--- config.mk ---
export PLATFORM = sky130hd
export DESIGN_NAME = rfid_psk_frame_decoder_core_flat
export DESIGN_NICKNAME = d
export VERILOG_FILES = /design/src/hdl/rpfd_pkg.sv /design/src/hdl/rpfd_if.sv /design/src/hdl/rfid_psk_frame_decoder_core.sv /design/src/flat_wrapper.sv
export SDC_FILE = /design/constraint.sdc
export NUM_CORES = 1
export LEC_CHECK = 0
export ABC_AREA = 1
export BUFFER_PORTS_ARGS = -buffer_cell sky130_fd_sc_hd__buf_4
export CORE_ASPECT_RATIO = 0.6
export CORE_MARGIN = 2
export CORE_UTILIZATION = 30
export CTS_BUF_LIST = sky130_fd_sc_hd__clkbuf_4
export DETAILED_ROUTE_END_ITERATION = 10
export HOLD_SLACK_MARGIN = 0.06
export PLACE_DENSITY = 0.51
export REMOVE_ABC_BUFFERS = 1
export SKIP_CTS_REPAIR_TIMING = 1
export SYNTH_ARGS = -nofsm -noshare
export SYNTH_HDL_FRONTEND = slang
export SYNTH_SLANG_ARGS = --single-unit
--- constraint.sdc ---
create_clock -name clk_i -period 4.08 [get_ports clk_i]
set_input_delay 0.612 -clock clk_i [delete_from_list [all_inputs] [get_ports clk_i]]
set_output_delay 0.612 -clock clk_i [all_outputs]
set_load 0.02 [all_outputs]
--- src/hdl/rpfd_pkg.sv ---
// Package: shared types, constants and frame helpers for the PSK frame decoder.
`timescale 1ns / 1ps
package rpfd_pkg;

  localparam int BIT_PERIOD_US = 255;
  localparam int HALF_PERIOD   = BIT_PERIOD_US / 2;
  localparam int QUART_PERIOD  = BIT_PERIOD_US / 4;
  localparam int FRAME_SPAN    = 64;
  localparam int SPAN_LIMIT    = FRAME_SPAN * BIT_PERIOD_US;
  localparam int WIN_W         = 104;
  localparam int PRE_W         = 33;
  localparam int DUR_W         = 16;
  localparam int CARD_W        = 29;
  localparam int PHASE_W       = 8;
  localparam int PHASE_RESET   = 120;
  localparam int NUM_PATHS     = 4;
  localparam int PATH_W        = 2;
  // remainder holds duration + max offset + half period
  localparam int REM_W = $clog2((1 << DUR_W) + (1 << PHASE_W) + HALF_PERIOD);

  localparam int PADDR_W = 3;
  localparam int PDATA_W = 32;
  localparam logic PHASE_REG_IDX = 1'b0;

  // preamble: ones at offsets 0, 2 and 32
  localparam logic [PRE_W-1:0] PREAMBLE = 33'h1_0000_0005;

  localparam logic [PATH_W-1:0] LAST_PATH = PATH_W'(NUM_PATHS - 1);

  typedef enum logic [1:0] {
    ST_IDLE,
    ST_LOAD,
    ST_PUSH,
    ST_DONE
  } state_e;

  // window bit k is frame bit k; frame bit 0 is the oldest
  function automatic logic frame_ok(input logic [WIN_W-1:0] w);
    return (w[PRE_W-1:0] == PREAMBLE) &&
           (w[FRAME_SPAN +: PRE_W] == PREAMBLE) &&
           !w[60] && !w[61];
  endfunction

  function automatic logic [CARD_W-1:0] extract_card(input logic [WIN_W-1:0] w);
    logic [CARD_W-1:0] c;
    for (int i = 33; i <= 59; i++) begin
      c[CARD_W - 1 - (i - 33)] = w[i];
    end
    c[1] = w[62];
    c[0] = w[63];
    return c;
  endfunction

endpackage

--- src/hdl/rpfd_if.sv ---
// Interfaces: input interval stream and decoded frame result stream.
`timescale 1ns / 1ps
interface rpfd_in_if;
  logic                          valid;
  logic                          ready;
  logic                          level;
  logic [rpfd_pkg::DUR_W-1:0]    duration_us;

  modport source (output valid, level, duration_us, input ready);
  modport sink   (input valid, level, duration_us, output ready);
endinterface

interface rpfd_out_if;
  logic                          valid;
  logic                          ready;
  logic                          found;
  logic [rpfd_pkg::CARD_W-1:0]   card_bits;
  logic [rpfd_pkg::PATH_W-1:0]   matched_path;

  modport source (output valid, found, card_bits, matched_path, input ready);
  modport sink   (input valid, found, card_bits, matched_path, output ready);
endinterface

--- src/hdl/rfid_psk_frame_decoder_core.sv ---
// Top level: PSK proximity-card frame decoder, one bit pushed per cycle.
// Each path is checked in ST_LOAD and, when enabled, fed bit by bit in ST_PUSH;
// the result then fills the output register in ST_DONE. One item at a time: the
// next input transfer is taken once the previous result sits in the output register.
// Reset clears control state and the four shift windows and loads PHASE_RESET
// into the phase register.
`timescale 1ns / 1ps
module rfid_psk_frame_decoder_core (
  input  logic                          clk_i,
  input  logic                          rst_ni,
  rpfd_in_if.sink                       in_i,
  rpfd_out_if.source                    out_o,
  input  logic                          psel,
  input  logic                          penable,
  input  logic                          pwrite,
  input  logic [rpfd_pkg::PADDR_W-1:0]  paddr,
  input  logic [rpfd_pkg::PDATA_W-1:0]  pwdata,
  output logic [rpfd_pkg::PDATA_W-1:0]  prdata,
  output logic                          pready
);

  rpfd_pkg::state_e                  state_q, state_d;
  logic [rpfd_pkg::PATH_W-1:0]       path_q, path_d;
  logic [rpfd_pkg::REM_W-1:0]        rem_q, rem_d;
  logic                              lvl_q, lvl_d;
  logic [rpfd_pkg::DUR_W-1:0]        dur_q, dur_d;
  logic [rpfd_pkg::WIN_W-1:0]        win_q [rpfd_pkg::NUM_PATHS];
  logic [rpfd_pkg::WIN_W-1:0]        win_d [rpfd_pkg::NUM_PATHS];
  logic                              hit_q, hit_d;
  logic [rpfd_pkg::CARD_W-1:0]       card_q, card_d;
  logic [rpfd_pkg::PATH_W-1:0]       mpath_q, mpath_d;
  logic                              ovalid_q, ovalid_d;
  logic                              ofound_q, ofound_d;
  logic [rpfd_pkg::CARD_W-1:0]       ocard_q, ocard_d;
  logic [rpfd_pkg::PATH_W-1:0]       opath_q, opath_d;
  logic [rpfd_pkg::PHASE_W-1:0]      phase_q;

  logic                              cfg_wr;
  logic [rpfd_pkg::REM_W-1:0]        dur_ext, phase_ext, adj_dur, base_dur, rem_load;
  logic                              path_en;
  logic [rpfd_pkg::WIN_W-1:0]        shifted;

  // configuration port
  assign pready = 1'b1;
  assign cfg_wr = psel && penable && pwrite &&
                  (paddr[rpfd_pkg::PADDR_W-1] == rpfd_pkg::PHASE_REG_IDX);
  assign prdata = (paddr[rpfd_pkg::PADDR_W-1] == rpfd_pkg::PHASE_REG_IDX) ?
                  rpfd_pkg::PDATA_W'(phase_q) : '0;

  always_ff @(posedge clk_i or negedge rst_ni) begin
    if (!rst_ni) begin
      phase_q <= rpfd_pkg::PHASE_W'(rpfd_pkg::PHASE_RESET);
    end else if (cfg_wr) begin
      phase_q <= pwdata[rpfd_pkg::PHASE_W-1:0];
    end
  end

  // per-path duration and starting remainder
  assign dur_ext   = rpfd_pkg::REM_W'(dur_q);
  assign phase_ext = rpfd_pkg::REM_W'(phase_q);
  always_comb begin
    if (lvl_q) begin
      adj_dur = dur_ext + phase_ext;
    end else if (dur_ext > phase_ext) begin
      adj_dur = dur_ext - phase_ext;
    end else begin
      adj_dur = dur_ext;
    end
  end
  assign base_dur = path_q[1] ? adj_dur : dur_ext;
  assign path_en  = path_q[1] ? (32'(dur_q) > 32'(rpfd_pkg::QUART_PERIOD)) :
                                (32'(dur_q) > 32'(rpfd_pkg::HALF_PERIOD));
  assign rem_load = base_dur + rpfd_pkg::REM_W'(rpfd_pkg::HALF_PERIOD);

  assign shifted = {lvl_q ^ path_q[0], win_q[path_q][rpfd_pkg::WIN_W-1:1]};

  assign in_i.ready         = (state_q == rpfd_pkg::ST_IDLE);
  assign out_o.valid        = ovalid_q;
  assign out_o.found        = ofound_q;
  assign out_o.card_bits    = ocard_q;
  assign out_o.matched_path = opath_q;

  always_comb begin
    state_d  = state_q;
    path_d   = path_q;
    rem_d    = rem_q;
    lvl_d    = lvl_q;
    dur_d    = dur_q;
    win_d    = win_q;
    hit_d    = hit_q;
    card_d   = card_q;
    mpath_d  = mpath_q;
    ovalid_d = ovalid_q;
    ofound_d = ofound_q;
    ocard_d  = ocard_q;
    opath_d  = opath_q;

    if (out_o.ready) begin
      ovalid_d = 1'b0;
    end

    unique case (state_q)
      rpfd_pkg::ST_IDLE: begin
        if (in_i.valid) begin
          lvl_d   = in_i.level;
          dur_d   = in_i.duration_us;
          path_d  = '0;
          hit_d   = 1'b0;
          card_d  = '0;
          mpath_d = '0;
          state_d = rpfd_pkg::ST_LOAD;
        end
      end
      rpfd_pkg::ST_LOAD: begin
        // a repeat count of FRAME_SPAN or more pushes nothing
        if (path_en && (32'(rem_load) < 32'(rpfd_pkg::SPAN_LIMIT))) begin
          rem_d   = rem_load;
          state_d = rpfd_pkg::ST_PUSH;
        end else if (path_q == rpfd_pkg::LAST_PATH) begin
          state_d = rpfd_pkg::ST_DONE;
        end else begin
          path_d = path_q + 1'b1;
        end
      end
      rpfd_pkg::ST_PUSH: begin
        if (32'(rem_q) >= 32'(rpfd_pkg::BIT_PERIOD_US)) begin
          win_d[path_q] = shifted;
          rem_d = rem_q - rpfd_pkg::REM_W'(rpfd_pkg::BIT_PERIOD_US);
          if (rpfd_pkg::frame_ok(shifted)) begin
            hit_d   = 1'b1;
            card_d  = rpfd_pkg::extract_card(shifted);
            mpath_d = path_q;
            state_d = rpfd_pkg::ST_DONE;
          end
        end else if (path_q == rpfd_pkg::LAST_PATH) begin
          state_d = rpfd_pkg::ST_DONE;
        end else begin
          path_d  = path_q + 1'b1;
          state_d = rpfd_pkg::ST_LOAD;
        end
      end
      rpfd_pkg::ST_DONE: begin
        if (!ovalid_q || out_o.ready) begin
          ovalid_d = 1'b1;
          ofound_d = hit_q;
          ocard_d  = card_q;
          opath_d  = mpath_q;
          state_d  = rpfd_pkg::ST_IDLE;
        end
      end
      default: state_d = rpfd_pkg::ST_IDLE;
    endcase
  end

  always_ff @(posedge clk_i or negedge rst_ni) begin
    if (!rst_ni) begin
      state_q  <= rpfd_pkg::ST_IDLE;
      path_q   <= '0;
      ovalid_q <= 1'b0;
      hit_q    <= 1'b0;
      for (int p = 0; p < rpfd_pkg::NUM_PATHS; p++) begin
        win_q[p] <= '0;
      end
    end else begin
      state_q  <= state_d;
      path_q   <= path_d;
      ovalid_q <= ovalid_d;
      hit_q    <= hit_d;
      win_q    <= win_d;
    end
  end

  always_ff @(posedge clk_i) begin
    rem_q    <= rem_d;
    lvl_q    <= lvl_d;
    dur_q    <= dur_d;
    card_q   <= card_d;
    mpath_q  <= mpath_d;
    ofound_q <= ofound_d;
    ocard_q  <= ocard_d;
    opath_q  <= opath_d;
  end

endmodule
--- src/flat_wrapper.sv ---
// flat-port wrapper written by rule: the top's interface ports become plain ports
module rfid_psk_frame_decoder_core_flat 
  (clk_i, rst_ni, psel, penable, pwrite, paddr, pwdata, prdata, pready, in_i_valid, in_i_level, in_i_duration_us, in_i_ready, out_o_valid, out_o_found, out_o_card_bits, out_o_matched_path, out_o_ready);
  rpfd_in_if in_i_i ();
  rpfd_out_if out_o_i ();
  input  logic clk_i;
  input  logic rst_ni;
  input  logic psel;
  input  logic penable;
  input  logic pwrite;
  input  logic [rpfd_pkg::PADDR_W-1:0] paddr;
  input  logic [rpfd_pkg::PDATA_W-1:0] pwdata;
  output logic [rpfd_pkg::PDATA_W-1:0] prdata;
  output logic pready;
  input wire logic [$bits(in_i_i.valid)-1:0] in_i_valid;
  input wire logic [$bits(in_i_i.level)-1:0] in_i_level;
  input wire logic [$bits(in_i_i.duration_us)-1:0] in_i_duration_us;
  output wire logic [$bits(in_i_i.ready)-1:0] in_i_ready;
  output wire logic [$bits(out_o_i.valid)-1:0] out_o_valid;
  output wire logic [$bits(out_o_i.found)-1:0] out_o_found;
  output wire logic [$bits(out_o_i.card_bits)-1:0] out_o_card_bits;
  output wire logic [$bits(out_o_i.matched_path)-1:0] out_o_matched_path;
  input wire logic [$bits(out_o_i.ready)-1:0] out_o_ready;
  assign in_i_i.valid = in_i_valid;
  assign in_i_i.level = in_i_level;
  assign in_i_i.duration_us = in_i_duration_us;
  assign in_i_ready = in_i_i.ready;
  assign out_o_valid = out_o_i.valid;
  assign out_o_found = out_o_i.found;
  assign out_o_card_bits = out_o_i.card_bits;
  assign out_o_matched_path = out_o_i.matched_path;
  assign out_o_i.ready = out_o_ready;
  rfid_psk_frame_decoder_core u_core (.clk_i(clk_i), .rst_ni(rst_ni), .in_i(in_i_i), .out_o(out_o_i), .psel(psel), .penable(penable), .pwrite(pwrite), .paddr(paddr), .pwdata(pwdata), .prdata(prdata), .pready(pready));
endmodule
==> out/results.ini <==
[power_and_ir_drop]
power_mw = 22.4
p_per_area_nw_per_um2 = 743
power_leakage_nw = 13.8
irDropWorstVdd_mv = 0.340

[route]
drtPass1Iterations = 5
ant_nets = 0
avgRoutedWirePerCell_um = 15.4
avgViaCountPerCell = 4.65
dr.first_iter.drc_count = 1251
drc = 0
drt_wl_total_um = 63600
vias = 19300

[worst_setup_path]
cp.arrival_ns = 4.56
critPathMaxStageDelay_ns = 0.37
startpoint = u_core.phase_q[1]
timing.rr.start = u_core.phase_q[1]
worstSetupEndpointType = flip-flop
crit_path_start_kind = flip-flop
cp_common_cell = nand2_2
worst-path-max-fanout = 8
worstPathRequired_ns = 4.75
worst-setup-path-type = flip-flop to flip-flop
cp_slowest_cell = dfrtp_1

[place]
port_buffers = 74
dpl.hpwl_um = 37700
routabilityCongestion = 0.864

[synthesis]
synth-edff-count = 97
synth-main-ff-cell = dfrtp_1
synthCells = 2694
syn_avg_cell_area_um2 = 9.34
ys_ff_latch = 523
syn_area_um2 = 25200
yosys_warnings = 0
ys_types = 48
yosysSeqAreaShare = 0.539
synth-async-reset-ratio = 0.815

[hold_path]
hold_class = input port to flip-flop
min_from = in_i_valid

[flow_run]
cap_violations = 0

[die]
die_y_um = 228
io_pins = 126
die_x_um = 378
initial_utilization = 0.302
die_area_um2 = 86300
rows = 82
core_um2 = 83300

[grt]
grt_first_pass_wirelength_um = 103000
antenna_found_initial = 2
first_global_vias = 18700
grt_util_all_layers = 0.149
grt_max_degree = 136
overflow = 0

[sta]
period_minus_slack_ns = 3.89
maxSlewViolCount = 0
finalHoldViolCount = 0
setup_viol = 0
worst_hold_slack_ns = 0.228
clock.fmax_mhz = 257
slew_headroom = 0.498
tightest_slew_ns = 0.752
fin_crit_sh = 0.953
fin_worst_skew_ns = 0.0620

[final_layout]
nFillCells = 8574
nNetsFinal = 3003
syn2layout_area_growth_pct = 20.0
drive_above_1_share = 0.242

[clocking]
clk_pin_slew_worst_paths_ns = 0.07
clk_latency_ns = 0.96
cts_buffer_depth = 3
cts_tree = done
cts_num_sinks = 523
ctsRootBufferMaster = clkbuf_4
cts_made_buffers = 135
htreeDepth = 4

[status]
run_status = finished clean

per-layer routing:
| layer | GRT usage | wire length, um | vias up |
|---|---|---|---|
| met1 | 0.234 | 34200 | 9274 |
| met2 | 0.198 | 24900 | 437 |
| met5 | 0 | 0 | - |
| met3 | 0.0349 | 3490 | 92 |
| met4 | 0.0483 | 1100 | 0 |
| li1 | - | - | 9466 |
worst max-delay path: cells and delay by family (launching register included):
family / cells / cell delay (ns)
buffers and inverters: 3 / 0.31
flip-flops: 1 / 0.37
AND/OR/NAND/NOR: 19 / 2.18
adder cells (fa/ha/maj): 2 / 0.48
AO/OA/AOI/OAI: 2 / 0.23
stage by stage:
step / std cells / TNS (ns) / area [um^2] / worst slack [ns] / util
floorplan: 2539 / -2481.92 / 24400 / -6.38 / -
detailed placement: 3871 / -2.85 / 27700 / -0.170 / 0.333
CTS: 4100 / -3.26 / 29600 / -0.206 / 0.355
global route: 4143 / -1.00 / 30200 / -0.0647 / 0.363
finish: 4143 / 0 / 30200 / 0.194 / 0.363
global placement: 3871 / -1.95 / 27700 / -0.116 / 0.333
final timing paths:
check / end / slack [ns] / cells past startpoint
setup / recovery: u_core.rem_q[2] / 0.19 / 26
hold / removal: u_core.path_q[1] / 0.23 / 5
setup reg to reg: u_core.rem_q[2] / 0.19 / 26
hold reg to reg: u_core.out_o.card_bits[2] / 0.42 / 0
max in group asynchronous: u_core.win_q[262] / 2.84 / 3
min in group asynchronous: u_core.win_q[69] / 0.26 / 2
where the power goes:
group          switching, mW  internal (mW)
Clock                   2.22           2.78
Sequential             0.991           7.61
Combinational           5.26           3.59
cell usage after synthesis (2+ instances only):
library cell | number | share of area
fa_1 | 2 | 0.0016
o21ai_1 | 2 | 0.00040
buf_2 | 33 | 0.0066
o22ai_1 | 74 | 0.018
a32oi_1 | 29 | 0.010
nand4_1 | 32 | 0.0080
o21ai_0 | 246 | 0.049
nand2_2 | 8 | 0.0020
dfstp_2 | 4 | 0.0042
o21bai_1 | 2 | 0.00060
nand3_1 | 58 | 0.012
inv_1 | 191 | 0.028
nand3b_1 | 3 | 0.00089
nor2_1 | 282 | 0.042
nor3_1 | 11 | 0.0022
conb_1 | 2 | 0.00030
ha_1 | 26 | 0.013
xnor2_1 | 3 | 0.0010
inv_2 | 7 | 0.0010
buf_1 | 10 | 0.0015
nor2_2 | 6 | 0.0015
xor2_1 | 15 | 0.0052
mux2_2 | 207 | 0.093
nand2_4 | 5 | 0.0022
a21oi_1 | 59 | 0.012
a31oi_1 | 2 | 0.00050
or2_2 | 2 | 0.00050
nand2_1 | 619 | 0.092
buf_4 | 27 | 0.0081
dfrtp_1 | 422 | 0.42
edfxtp_1 | 97 | 0.12
clkbuf_1 | 108 | 0.016
o21a_1 | 71 | 0.021
nor4_1 | 14 | 0.0035
nand3_4 | 2 | 0.0014
state kept, by name, summed over array words and instances, names as in the netlist:
register and flops:
u_core.hit_q 1, u_core.out_o.card_bits 29, u_core.phase_q 8, u_core.out_o.valid 1, u_core.out_o.found 1, u_core.path_q 2, u_core.mpath_q 2, u_core.win_q 412
u_core.dur_q 16, u_core.out_o.matched_path 2, u_core.state_q 2, u_core.card_q 29, u_core.lvl_q 1, u_core.rem_q 17
final cells by class:
| class | count | area [um^2] | share of cell area |
|---|---|---|---|
| antenna | 1 | 2.50 | 0.0000828 |
| clock buffer | 205 | 1540 | 0.0509 |
| clock inverter | 24 | 300 | 0.00994 |
| inverter | 198 | 751 | 0.0249 |
| multi-input combinational | 1818 | 10400 | 0.345 |
| sequential | 523 | 13600 | 0.450 |
| tap | 1134 | 1420 | 0.0470 |
| timing repair buffer | 240 | 2190 | 0.0727 |
cell families (layout without fill, tap and decap cells):
logic type | after synthesis | after routing | synth area share
other | 2 | 26 | 0.000298
XOR/XNOR | 18 | 18 | 0.00626
AND/OR/NAND/NOR | 1049 | 1049 | 0.171
buffers and inverters | 376 | 667 | 0.0617
adder cells (fa/ha/maj) | 28 | 28 | 0.0145
AO/OA/AOI/OAI | 490 | 490 | 0.113
flip-flops | 523 | 523 | 0.539
multiplexers | 208 | 208 | 0.0930
cell usage in the layout (no fill, tap or decap), types with 4 or more instances in the layout:
cell type	n
buf_4	187
nor3_1	9
nand2_4	9
a21oi_2	4
buf_12	24
nand2_1	604
nand4_1	32
dlygate4sd3_1	27
dfrtp_1	420
ha_4	6
clkinv_1	15
nand2_2	19
edfxtp_1	97
o21a_1	71
inv_2	15
nor2_2	5
bufinv_16	8
nor4_1	14
o21ai_0	242
xor2_1	15
nand3_2	4
conb_1	25
inv_1	182
nor3_4	4
o22ai_1	74
nor2_4	11
clkbuf_4	205
a32oi_1	29
nor2_1	273
mux2_2	207
ha_1	20
dfstp_2	4
a21oi_1	55
nand3_1	55
Note: power is estimated with default switching activity, not from simulation.
